--- src/hdl/nearest_table_value_search_core_assert.svh ---
// Assertion macros for the nearest table value search core.
// Both sample on clk and are switched off while rst is high.
`ifndef NEAREST_TABLE_VALUE_SEARCH_CORE_ASSERT_SVH
`define NEAREST_TABLE_VALUE_SEARCH_CORE_ASSERT_SVH

// Consequence must hold in the same cycle as the antecedent.
`define NTVS_ASSERT_NOW(lbl, ante, cons, msg) \
  lbl: assert property (@(posedge clk) disable iff (rst) (ante) |-> (cons)) \
    else $error(msg);

// Consequence must hold in the cycle after the antecedent.
`define NTVS_ASSERT_NEXT(lbl, ante, cons, msg) \
  lbl: assert property (@(posedge clk) disable iff (rst) (ante) |=> (cons)) \
    else $error(msg);

`endif

--- src/hdl/ntvs_pkg.sv ---
package ntvs_pkg;

  localparam int DATA_W      = 16;
  localparam int IDX_W       = 8;
  localparam int CNT_W       = 9;
  localparam int INDEX_SPAN  = 256;
  localparam int TABLE_DEPTH_DEF = 256;
  localparam int IN_TDATA_W  = 24;
  localparam int OUT_TDATA_W = 24;
  localparam logic [CNT_W-1:0] CNT_RESET = 9'd256;

  typedef enum logic {
    ACT_WRITE = 1'b0,
    ACT_QUERY = 1'b1
  } action_t;

  // Controller to datapath
  typedef struct packed {
    logic start;     // query taken: latch target, read entry 0
    logic wr_en;     // write item taken
    logic compare;   // entry on the RAM output is valid for comparison
    logic load_out;  // copy best match into the output register
  } ctrl_cmd_t;

  // Datapath to controller
  typedef struct packed {
    logic last;      // entry being compared is the final one in use
  } dp_status_t;

  function automatic logic [DATA_W-1:0] abs_gap(input logic [DATA_W-1:0] x,
                                                input logic [DATA_W-1:0] y);
    abs_gap = (x >= y) ? (x - y) : (y - x);
  endfunction

endpackage

--- src/hdl/ntvs_ctrl.sv ---
module ntvs_ctrl (
  input  logic                  clk,
  input  logic                  rst,
  input  logic                  in_valid,
  input  logic                  in_action,
  output logic                  in_ready,
  output logic                  out_valid,
  input  logic                  out_ready,
  output ntvs_pkg::ctrl_cmd_t   cmd,
  input  ntvs_pkg::dp_status_t  stat
);
  import ntvs_pkg::*;

  typedef enum logic [1:0] {
    ST_IDLE,
    ST_SCAN,
    ST_FINISH
  } state_t;

  state_t state;
  logic   out_free;

  assign in_ready = (state == ST_IDLE);
  assign out_free = !out_valid || out_ready;

  always_comb begin
    cmd          = '0;
    cmd.start    = (state == ST_IDLE) && in_valid && (action_t'(in_action) == ACT_QUERY);
    cmd.wr_en    = (state == ST_IDLE) && in_valid && (action_t'(in_action) == ACT_WRITE);
    cmd.compare  = (state == ST_SCAN);
    cmd.load_out = (state == ST_FINISH) && out_free;
  end

  always_ff @(posedge clk) begin
    if (rst) begin
      state     <= ST_IDLE;
      out_valid <= 1'b0;
    end else begin
      case (state)
        ST_IDLE: begin
          if (cmd.start) begin
            state <= ST_SCAN;
          end
        end
        ST_SCAN: begin
          if (stat.last) begin
            state <= ST_FINISH;
          end
        end
        ST_FINISH: begin
          if (out_free) begin
            state <= ST_IDLE;
          end
        end
        default: begin
          state <= ST_IDLE;
        end
      endcase

      if (cmd.load_out) begin
        out_valid <= 1'b1;
      end else if (out_ready) begin
        out_valid <= 1'b0;
      end
    end
  end

endmodule
--- config.mk ---
export PLATFORM = sky130hd
export DESIGN_NAME = ntvs_ctrl
export DESIGN_NICKNAME = d
export VERILOG_FILES = /design/src/hdl/nearest_table_value_search_core_assert.svh /design/src/hdl/ntvs_pkg.sv /design/src/hdl/ntvs_ctrl.sv
export SDC_FILE = /design/constraint.sdc
export NUM_CORES = 1
export LEC_CHECK = 0
export BUFFER_PORTS_ARGS = -buffer_cell sky130_fd_sc_hd__buf_2
export CORE_AREA = 8 8 45 47
export CTS_BUF_LIST = sky130_fd_sc_hd__clkbuf_4 sky130_fd_sc_hd__clkbuf_8
export DETAILED_ROUTE_END_ITERATION = 10
export DIE_AREA = 0 0 53 55
export SETUP_SLACK_MARGIN = 0.02
export SLEW_MARGIN = 20
export SYNTH_ARGS = -nofsm -noshare
export SYNTH_HDL_FRONTEND = slang
export SYNTH_SLANG_ARGS = --single-unit
--- constraint.sdc ---
create_clock -name clk -period 1 [get_ports clk]
set_clock_uncertainty 0.15 [all_clocks]
set_input_delay 0.1 -clock clk [delete_from_list [all_inputs] [get_ports clk]]
set_output_delay 0.1 -clock clk [all_outputs]
set_load 0.02 [all_outputs]
---- Word level (Yosys, flattened, before mapping) ----
Index checks and enable logic that the tools add are counted.
word-level totals
  flip-flop bits (word level) ............. 3
  bits of input ports ..................... 6
  output and inout bits ................... 6
  word-level logic and storage cells ...... 23
operators by class
  equal/unequal tests ..................... 5
  mux-type cells .......................... 6
  bitwise gates (word level) .............. 1
  reductions and logical operators ........ 9
operators with widths
  cell                                                    count
  2-to-1 mux 2 bit                                        3
  one-hot mux 2 bit (3 select lines)                      1
  logical AND 1 bit                                       4
  inequality test 2 x 1 -> 1 bit (second input constant)  2
  AND reduction 3 bit                                     1
  equality test 2 x 1 -> 1 bit (second input constant)    1
  equality test 2 bit (second input constant)             1
  zero test 2 bit                                         1
  2-to-1 mux 1 bit                                        2
  inequality test 2 bit (second input constant)           1
  nonzero test 2 bit                                      1
  zero test 1 bit                                         1
  logical OR 1 bit                                        1
  inverter 1 bit                                          1

---- Logic depth before layout (Yosys ltp) ----
Gate-level depths: netlist of the first run.
  word-level depth ........................ 5
  depth in mapped cells ................... 2
  gate-level depth less buffers ........... 2

---- Least setup slack after synthesis of the first run ----
No wires, ideal clock.
  kind .................................... reg2out
  from .................................... register state[0]
  to ...................................... output cmd[2] in the netlist's numbering
  arrival ................................. 1.126 ns
  data required time ...................... 0.750 ns
  setup slack ............................. -0.376 ns
  stages on the path, launching flop included .. 2
  buffers on the path ..................... 0
  cells stage by stage .................... dfxtp_1 > nor4b_1
RTL lines
  element                   line             RTL
  start: declaration        ntvs_ctrl.sv:20  state_t state;
  start signal: assignment  ntvs_ctrl.sv:36  state <= ST_IDLE;
  start signal: assignment  ntvs_ctrl.sv:42  state <= ST_SCAN;
  start signal: assignment  ntvs_ctrl.sv:47  state <= ST_FINISH;
  end: declaration          ntvs_ctrl.sv:9   output ntvs_pkg::ctrl_cmd_t cmd,

==> results of run 1 <==
==> critical path: stages (launching register included) <==
cell	delay, ns
dfxtp_4	0.38
nor4b_4	0.24
buf_4	0.17
==> kinds of logic (layout without fill, tap and decap cells) <==
kind of cell / count (synthesis) / after routing / share of synthesized area [%]
and+or+nand+nor: 11 / 11 / 48.03
AOI/OAI and AO/OA: 3 / 3 / 14.17
DFF: 3 / 3 / 37.80
buffers and inverters: 0 / 20 / 0
==> stage by stage <==
step	setup slack [ns]	utilization (%)	hold slack (ns)
after global routing	-0.3405	28.75	0.001749
after CTS	-0.2868	28.75	-0.0004564
after floorplan	-0.02265	-	0.007268
final	-0.2722	28.75	0.01708
after global placement	-0.08013	21.61	0.1480
after detailed placement	-0.07801	21.61	0.1473
==> path summary, 6_finish.rpt <==
| path | slack, ns | from | endpoint |
|---|---|---|---|
| worst max-delay path | -0.27 | state[1] | cmd[2] |
| worst min-delay path | 0.02 | stat | state[0] |
| worst max register to register | 0.05 | state[0] | state[0] |
| worst min register to register | 0.35 | out_valid | out_valid |
==> final cells by class <==
type / count / area share, %
clock buffers: 4 / 7.547
flip-flops and latches: 3 / 17.30
well taps: 16 / 5.031
repair buffers: 16 / 33.96
multi-input cells: 14 / 36.16
==> timing repair <==
action / 4_1_cts / 5_1_grt
hold buffers: 2 / 0
pin swaps: 3 / 2
setup endpoints to repair: 7 / 8
gates resized for setup: 15 / 0
buffers inserted: 0 / 0
endpoints found under the hold margin: 3 / 0
==> power breakdown <==
part	leakage [nW]	internal [mW]	switching [mW]
logic	0.127	0.0600	0.0400
clock network	0.0184	0.177	0.0661
registers	0.0264	0.121	0.00943
total	0.171	0.358	0.116
==> layout by cell type, fill, tap and decap left out <==
master,n
nand2b_1,2
dlygate4sd3_1,2
nor2b_2,1
nand2b_4,1
nor2b_4,1
nor4b_4,1
a21oi_1,2
and3_4,1
nand4bb_1,1
buf_4,3
dfxtp_4,2
a211oi_2,1
nor2_4,1
buf_2,5
buf_6,6
dfxtp_2,1
clkbuf_4,4
nand3b_1,2
==> state kept, by name, summed over array words and instances (netlist names) <==
signal	cells
state	2
out_valid	1
==> per-layer routing <==
layer,vias up,routed length (um)
met5,-,0
met4,0,0
met3,0,115
met2,11,217
met1,87,262
li1,103,-
==> impl_metrics.csv, run 1 <==
group,metric,value,unit
final_layout,stdcell_area,397.9,um^2
clock_network,clockBufferDepth,2,
detailed_routing,vias,201,
global_route,use_met2,6.055,%
final_layout,n_fill_cell,143,
worst_setup_path,worst_setup_path_end_kind,"primary output",
flow_run,timing.max_cap.violations,0,
worst_setup_path,cp.arrival,1.02,ns
synthesis,syn-instance-count,17,
power_and_ir_drop,vdd_drop_max,672.1,uV
clock_network,cts_inserted_buffers,3,
global_route,grt_pass1_vias,220,
global_route,grtUsageTotal,4.699,%
final_layout,finalNonFillerCells,53,
final_layout,multi_input_area,143.9,um^2
clock_network,cts-root-buf,"clkbuf_4",
timing,fmax,786.0,MHz
synthesis,avgSynthCellArea,9.347,um^2
place,placed_cells,47,
detailed_routing,drcViolationCount,0,
floorplan,die_y,55,um
timing,timing_hold_violations_final,0,
clock_network,htree_levels,1,
synthesis,synth-seq-area-share,37.80,%
global_route,grt_pass1_wl,938,um
place,hpwl,425.1,um
final_layout,antenna_cells,0,
worst_setup_path,reg2reg_depth,2,
worst_setup_path,required,0.75,ns
global_route,grt_max_degree,9,
clock_network,path_clk_slew,0.04,ns
timing,relSlewSlack,88.45,%
final_layout,register_area,68.82,um^2
global_route,met3_usage,4.545,%
power_and_ir_drop,total_power,473.7,uW
synthesis,synth_top_area_share,37.80,%
worst_setup_path,critPathKind,"reg2out",
detailed_routing,drt-pass1-iter-count,2,
synthesis,synthArstFlopShare,0,%
place,gp_congestion,0.6475,
synthesis,netlist_top_cells_count,"3 x dfxtp_1, 3 x nand2b_1, 2 x a21oi_1, 2 x nand3b_1, 2 x nor2b_1",
floorplan,start_util,11.48,%
synthesis,synth_area_leaders,"dfxtp_1 38%, nand2b_1 12%, nand3b_1 9.4%, a211oi_2 7.9%, nor2b_1 7.9%",
timing,fin_setup_tns,-1.213,ns
detailed_routing,post_drt_wl_per_cell,11.21,um
clock_network,cts_tree,"done",
timing,setup_viol,6,
power_and_ir_drop,p_per_area,1191,nW/um^2
status,status,"finished with violations",
synthesis,synthFlopType,"dfxtp_1",
floorplan,dieArea,2915,um^2
global_route,gr-total-overflow,0,
timing,timing.final.crit_share,127.2,%
clock_network,clock_sinks,3,
power_and_ir_drop,p_leak,0.1713,nW
place,numPortBuffers,11,
worst_setup_path,cp_max_fo,6,
worst_hold_path,min_path_type,"in2reg",
timing,worst_pin_slew,0.1726,ns
detailed_routing,wl,594,um
synthesis,ys_warn_count,0,
global_route,grt-busiest-layer,"met2",
detailed_routing,vias_per_cell,3.792,
floorplan,rows,14,
floorplan,io_pins,12,
detailed_routing,drt_first_iter_violations,1,
timing,min_period,1.272,ns
global_route,antenna_found_initial,0,
synthesis,synth_edf_count,0,
worst_setup_path,startpoint_type,"register",
synthesis,yosysUniqueCellTypes,10,
synthesis,synth-seq-cells,3,
final_layout,nets,44,
synthesis,syn-cell-area,158.9,um^2
clock_network,clock_latency,0.23,ns
global_route,use_met1,4.863,%
worst_hold_path,hold_depth,3,
status,violations,"negative setup slack",
timing,rsz0062_at_grt,"true",
synthesis,syn-num-nets,23,
synthesis,yosysTopAreaCell,"dfxtp_1",
place,placed_area,299.0,um^2
floorplan,die_x,53,um
detailed_routing,postRouteAntennaNets,0,
timing,setup_ws,-0.2722,ns
final_layout,layout-drive-gt1-share,75.68,%
floorplan,core,1384,um^2
final_layout,areaGrowthSynthToFinish,150.4,%
timing,drv_slew,0,
(Power assumes the default switching activity.)
==> inputs of run 2 (changes only) <==
- ABC_AREA: default -> 1
- CAP_MARGIN: default -> 25
- CELL_PAD_IN_SITES_DETAIL_PLACEMENT: default -> 0
- CELL_PAD_IN_SITES_GLOBAL_PLACEMENT: default -> 1
- PLACE_DENSITY_LB_ADDON: default -> 0.1
==> run 2 against run 1 <==
Against the previous run: the flow still finishes with violations (negative setup slack); utilization shrank 0.54 points; cell area shrank 1.9%; register-to-register slack lost 0.08 ns; die area is the same; area after synthesis grew 13%; clock power is essentially flat; first-iteration DRC count is the same; maximum frequency grew 3.8%; setup slack gained 0.046 ns; critical path depth grew 2; critical path type unchanged; highest routed layer unchanged.
==> impl_metrics.csv, run 2 <==
group,metric,value,unit
synthesis,synth_edf_count,0,
detailed_routing,vias,209,
global_route,grt_pass1_vias,219,
worst_setup_path,reg2reg_depth,4,
synthesis,synthArstFlopShare,0,%
detailed_routing,vias_per_cell,3.732,
floorplan,io_pins,12,
power_and_ir_drop,power_frac_comb,21.5,%
detailed_routing,drt-pass1-iter-count,2,
synthesis,syn-cell-area,178.9,um^2
synthesis,synth_top_area_share,33.57,%
power_and_ir_drop,p_int,348.1,uW
synthesis,syn-num-nets,27,
timing,rsz0062_at_grt,"true",
synthesis,avgSynthCellArea,8.520,um^2
clock_network,clock_latency,0.23,ns
final_layout,layout-drive-gt1-share,85.00,%
flow_run,timing.max_cap.violations,0,
floorplan,start_util,12.93,%
timing,drv_slew,0,
worst_hold_path,hold_depth,4,
synthesis,synthMuxAreaShare,0,%
timing,relSlewSlack,91.41,%
detailed_routing,postRouteAntennaNets,0,
worst_hold_path,min_to,"state[1]",
power_and_ir_drop,total_power,471.6,uW
timing,setup_ws,-0.2258,ns
detailed_routing,drt_first_iter_violations,1,
final_layout,areaGrowthSynthToFinish,118.2,%
clock_network,cts_inserted_buffers,3,
synthesis,synth_area_leaders,"dfxtp_1 34%, nor2_8 11%, inv_1 6.3%, nor2_4 6.3%, nand3_2 5.6%",
power_and_ir_drop,p_per_area,1208,nW/um^2
global_route,grt_pass1_wl,966,um
clock_network,cts-root-buf,"clkbuf_4",
global_route,antenna_found_initial,0,
timing,timing.final.crit_share,122.6,%
status,violations,"negative setup slack",
power_and_ir_drop,p_clk_share,51.2,%
power_and_ir_drop,p_seq_share,27.3,%
power_and_ir_drop,switchingPower,123.5,uW
worst_setup_path,worst_setup_path_end_kind,"primary output",
final_layout,finalNonFillerCells,56,
detailed_routing,wl_met1,178,um
timing,fmax,815.8,MHz
worst_setup_path,r2r_end,"state[0]",
synthesis,syn-instance-count,21,
clock_network,cts_tree,"done",
synthesis,synth_top_family_by_area,"simple AND/OR/NAND/NOR gates",
detailed_routing,route.met2.wl,299,um
worst_hold_path,min_path_type,"in2reg",
detailed_routing,met3_length,75,um
synthesis,synthFlopType,"dfxtp_1",
timing,setup_viol,7,
synthesis,synth-seq-cells,3,
timing,timing_hold_violations_final,0,
clock_network,htree_levels,1,
power_and_ir_drop,p_leak,0.1834,nW
timing,min_period,1.226,ns
detailed_routing,post_drt_wl_per_cell,9.893,um
final_layout,antenna_cells,0,
floorplan,die_x,53,um
timing,worst_pin_slew,0.1284,ns
detailed_routing,drcViolationCount,0,
synthesis,synth_xor_area_share,0,%
power_and_ir_drop,switching_share,26.18,%
synthesis,netlist_top_cells_count,"3 x dfxtp_1, 3 x inv_1, 2 x nand2_1, 2 x nor2_1",
synthesis,yosysUniqueCellTypes,15,
worst_setup_path,required,0.75,ns
detailed_routing,wl,554,um
final_layout,final_cell_mix,"6 x buf_2, 4 x clkbuf_4, 4 x buf_6",
floorplan,dieArea,2915,um^2
global_route,grtUsageTotal,4.863,%
global_route,grt_max_degree,5,
floorplan,die_y,55,um
floorplan,core,1384,um^2
worst_setup_path,critPathKind,"reg2out",
clock_network,path_clk_slew,0.04,ns
clock_network,clock_sinks,3,
synthesis,synth-compound-area-share,13.29,%
detailed_routing,top_layer_used,"met3",
worst_setup_path,cp_max_fo,3,
final_layout,regMostFlops,"state",
timing,whs,0.04977,ns
synthesis,ys_warn_count,0,
worst_setup_path,timing.rr.start,"state[1]",
worst_setup_path,startpoint_type,"register",
final_layout,nets,47,
global_route,gr-total-overflow,0,
final_layout,largest_reg_flops,2,
worst_setup_path,cp.arrival,0.98,ns
synthesis,yosys.area_share.simple,44.76,%
place,gp_congestion,0.6441,
place,placed_cells,49,
floorplan,rows,14,
clock_network,clockBufferDepth,2,
place,numPortBuffers,11,
place,post-place-ws,-0.03018,ns
synthesis,synthAdderAreaFrac,0,%
worst_hold_path,hold_start,"out_ready",
status,status,"finished with violations",
power_and_ir_drop,vdd_drop_max,523.5,uV
final_layout,final_common_cell,"buf_2",
synthesis,yosysTopAreaCell,"dfxtp_1",
worst_setup_path,rrSetupSlack,-0.03,ns
final_layout,reg_top3,"state (2), out_valid (1)",
place,hpwl,468.6,um
synthesis,synth-seq-area-share,33.57,%
## run 2: cell count changes in the layout (fill, tap and decap cells not counted), moves of 2 or more
cell	change
inv_2	+3
a21oi_1	-2
a21oi_2	+2
buf_6	-2
nand2_2	+2
nand2b_1	-2
nor2_4	+2
## run 2: worst max-delay path by stage
stage                        start  cells past startpoint     end
final                     state[1]                      4  cmd[2]
after global routing      state[1]                      4  cmd[2]
after CTS                 state[0]                      4  cmd[2]
after detailed placement  state[0]                      4  cmd[2]
after global placement    state[0]                      4  cmd[2]
after floorplan           state[0]                      3  cmd[2]
## run 2: power groups by stage
stage / Combinational (mW) / Sequential [mW] / Clock (mW)
6_report: 0.101 / 0.129 / 0.242
3_3_place_gp: 0.0772 / 0.133 / 0
3_5_place_dp: 0.0784 / 0.133 / 0
2_1_floorplan: 0.0414 / 0.134 / 0
5_1_grt: 0.109 / 0.130 / 0.276
4_1_cts: 0.102 / 0.128 / 0.256
## run 2: area by class of cell
class	count	area (um^2)
clock buffers	4	30.03
repair buffers	15	117.6
fillers	164	993.5
inverters	4	17.52
flip-flops and latches	3	68.82
well taps	16	20.02
multi-input cells	14	136.4
## run 2: cells by family after synthesis
| group | Yosys count |
|---|---|
| AND/OR/NAND/NOR | 11 |
| buffers and inverters | 4 |
| flip-flops | 3 |
| AO/OA/AOI/OAI | 3 |
## run 2: through the flow
stage          cell area (um^2)  utilization, %  TNS [ns]
5_1_grt                   390.4           28.21    -1.405
4_1_cts                   384.1           27.76    -1.139
2_1_floorplan             203.9               -  -0.03609
3_5_place_dp              286.5           20.71  -0.06663
6_report                  390.4           28.21   -0.9630
3_3_place_gp              286.5           20.71  -0.03802
## run 2: critical path: stages, from the launching register on
cell and delay (ns):
dfxtp_4 0.35, nor2_4 0.13, nand2_2 0.07, nor2_4 0.08, buf_6 0.11
## run 2: metal layers
layer  global-route usage, %  up-vias
li1                        -      104
met2                   7.227        6
met1                   4.255       99
met4                   3.879        0
met3                   4.011        0
met5                       0        -
## run 2: repair_timing
item,4_1_cts,5_1_grt
endpoints found under the setup margin,8,8
cloned,0,0
resized for setup,14,3
buffers inserted,1,0
endpoints found under the hold margin,2,0
pin swaps,4,4
hold buffers,2,0
==> inputs of run 3 (changes only) <==
- CTS_CLUSTER_SIZE: default -> 20
- PLACE_DENSITY_LB_ADDON: 0.1 -> 0.25
==> run 3 against run 2 <==
Against the previous run: the flow still finishes with violations (negative setup slack); clock power is 2% higher; first-iteration DRC count grew to 3.0 times the previous value; non-clock buffer count is 3 higher; hold slack worse by 0.045 ns; register-to-register slack worse by 0.13 ns; flip-flop and latch count stayed put; count of clock-buffer cells in the layout stayed put; largest cell class is now non-clock buffers.
==> impl_metrics.csv, run 3 (synthesis results as in run 2) <==
group,metric,value,unit
timing,worst_pin_slew,0.1325,ns
timing,timing.final.crit_share,124.1,%
global_route,antenna_found_initial,0,
place,placed_cells,49,
final_layout,multi_input_area,136.4,um^2
floorplan,die_y,55,um
clock_network,cts-root-buf,"clkbuf_4",
worst_setup_path,cp.arrival,0.99,ns
power_and_ir_drop,vdd_drop_max,778.7,uV
final_layout,finish.utilization,30.83,%
worst_setup_path,max_stage_delay,0.36,ns
detailed_routing,vias,208,
detailed_routing,met3_length,109,um
timing,setup_ws,-0.2409,ns
final_layout,n_fill_cell,156,
status,status,"finished with violations",
power_and_ir_drop,p_int,362.4,uW
power_and_ir_drop,p_per_area,1156,nW/um^2
worst_setup_path,path_delay_family,"flip-flops",
flow_run,timing.max_cap.violations,0,
detailed_routing,drt-pass1-iter-count,2,
power_and_ir_drop,p_seq_share,26.2,%
place,gp_congestion,0.6366,
final_layout,register_area,68.82,um^2
worst_setup_path,crit_slowest_cell,"dfxtp_4",
detailed_routing,wl_met1,222,um
final_layout,regMostFlops,"state",
final_layout,final_common_cell,"buf_6",
power_and_ir_drop,p_leak,0.2023,nW
worst_setup_path,cp_max_fo,3,
place,hpwl,387.4,um
global_route,grt_pass1_vias,214,
floorplan,io_pins,12,
status,violations,"negative setup slack",
clock_network,htree_levels,1,
timing,whs,0.004740,ns
worst_setup_path,path_buf_inv,1,
detailed_routing,post_drt_wl_per_cell,9.492,um
worst_setup_path,startpoint_type,"register",
floorplan,rows,14,
power_and_ir_drop,power_frac_comb,24.1,%
detailed_routing,wl,560,um
global_route,grtUsageTotal,4.757,%
place,post-place-ws,-0.04752,ns
clock_network,clock_sinks,3,
clock_network,clock_latency,0.24,ns
detailed_routing,drcViolationCount,0,
worst_setup_path,critPathKind,"reg2out",
final_layout,largest_reg_flops,2,
power_and_ir_drop,switchingPower,130.9,uW
floorplan,core,1384,um^2
floorplan,dieArea,2915,um^2
global_route,grt_pass1_wl,952,um
final_layout,areaGrowthSynthToFinish,138.5,%
timing,timing_hold_violations_final,0,
worst_setup_path,crit_top_cell,"nor2_4",
timing,drv_slew,0,
global_route,grt_max_degree,5,
place,numPortBuffers,11,
clock_network,cts_tree,"done",
timing,rsz0062_at_grt,"true",
clock_network,path_clk_slew,0.04,ns
detailed_routing,top_layer_used,"met3",
floorplan,start_util,12.93,%
detailed_routing,vias_per_cell,3.525,
final_layout,nets,50,
timing,setup_viol,8,
worst_hold_path,min_path_type,"in2reg",
final_layout,reg_top3,"state (2), out_valid (1)",
detailed_routing,postRouteAntennaNets,0,
power_and_ir_drop,p_clk_share,49.8,%
timing,fin_setup_tns,-1.250,ns
final_layout,antenna_cells,0,
detailed_routing,drt_first_iter_violations,3,
final_layout,finalNonFillerCells,59,
clock_network,clockBufferDepth,2,
worst_setup_path,worst_setup_path_end_kind,"primary output",
global_route,gr-total-overflow,0,
final_layout,stdcell_area,426.7,um^2
final_layout,final_cell_mix,"7 x buf_6, 5 x buf_2, 4 x clkbuf_4, 4 x buf_4",
floorplan,die_x,53,um
worst_setup_path,crit_chain,"nor2_4, nand2_2, nor2_4, buf_6",
timing,relSlewSlack,91.14,%
timing,min_period,1.241,ns
worst_setup_path,required,0.75,ns
place,placed_area,286.5,um^2
final_layout,layout-drive-gt1-share,86.05,%
power_and_ir_drop,switching_share,26.53,%
timing,fmax,805.9,MHz
power_and_ir_drop,total_power,493.3,uW
clock_network,cts_inserted_buffers,3,
detailed_routing,route.met2.wl,229,um
[run 3: routing by layer]
| metal | vias up | global-route usage, % |
|---|---|---|
| li1 | 111 | - |
| met1 | 84 | 4.262 |
| met2 | 13 | 6.836 |
| met3 | 0 | 5.615 |
| met4 | 0 | 1.293 |
| met5 | - | 0 |
[run 3: worst paths after layout]
kind | startpoint | end | slack, ns | cells past startpoint
worst max-delay path | state[1] | cmd[2] | -0.24 | 4
worst min-delay path | stat | state[0] | 0.005 | 3
worst max register to register | state[1] | state[0] | -0.16 | 5
worst min register to register | out_valid | state[1] | 0.43 | 4
[run 3: layout make-up]
class | instances | area share (%)
clock buffers | 4 | 7.038
repair buffers | 18 | 36.07
inverters | 4 | 4.106
well taps | 16 | 4.692
multi-input cells | 14 | 31.96
flip-flops and latches | 3 | 16.13
[run 3: worst reg2reg max path: stages, from the launching register on]
cell and delay (ns):
dfxtp_4 0.36, nor2_4 0.14, nand3_2 0.09, buf_4 0.14, buf_4 0.13, a21oi_2 0.10
[run 3: timing repair]
| item | CTS | global route |
|---|---|---|
| setup endpoints to repair | 7 | 9 |
| endpoints found under the hold margin | 2 | 0 |
| hold buffers | 2 | 0 |
| resized for setup | 15 | 6 |
| setup buffers | 3 | 1 |
| pin swaps | 4 | 4 |
[run 3: power groups by stage]
stage | Sequential, mW | Combinational, mW | Clock, mW
floorplan | 0.134 | 0.0414 | 0
global route | 0.130 | 0.128 | 0.270
finish | 0.129 | 0.119 | 0.246
detailed placement | 0.134 | 0.0762 | 0
CTS | 0.128 | 0.112 | 0.253
global placement | 0.134 | 0.0755 | 0
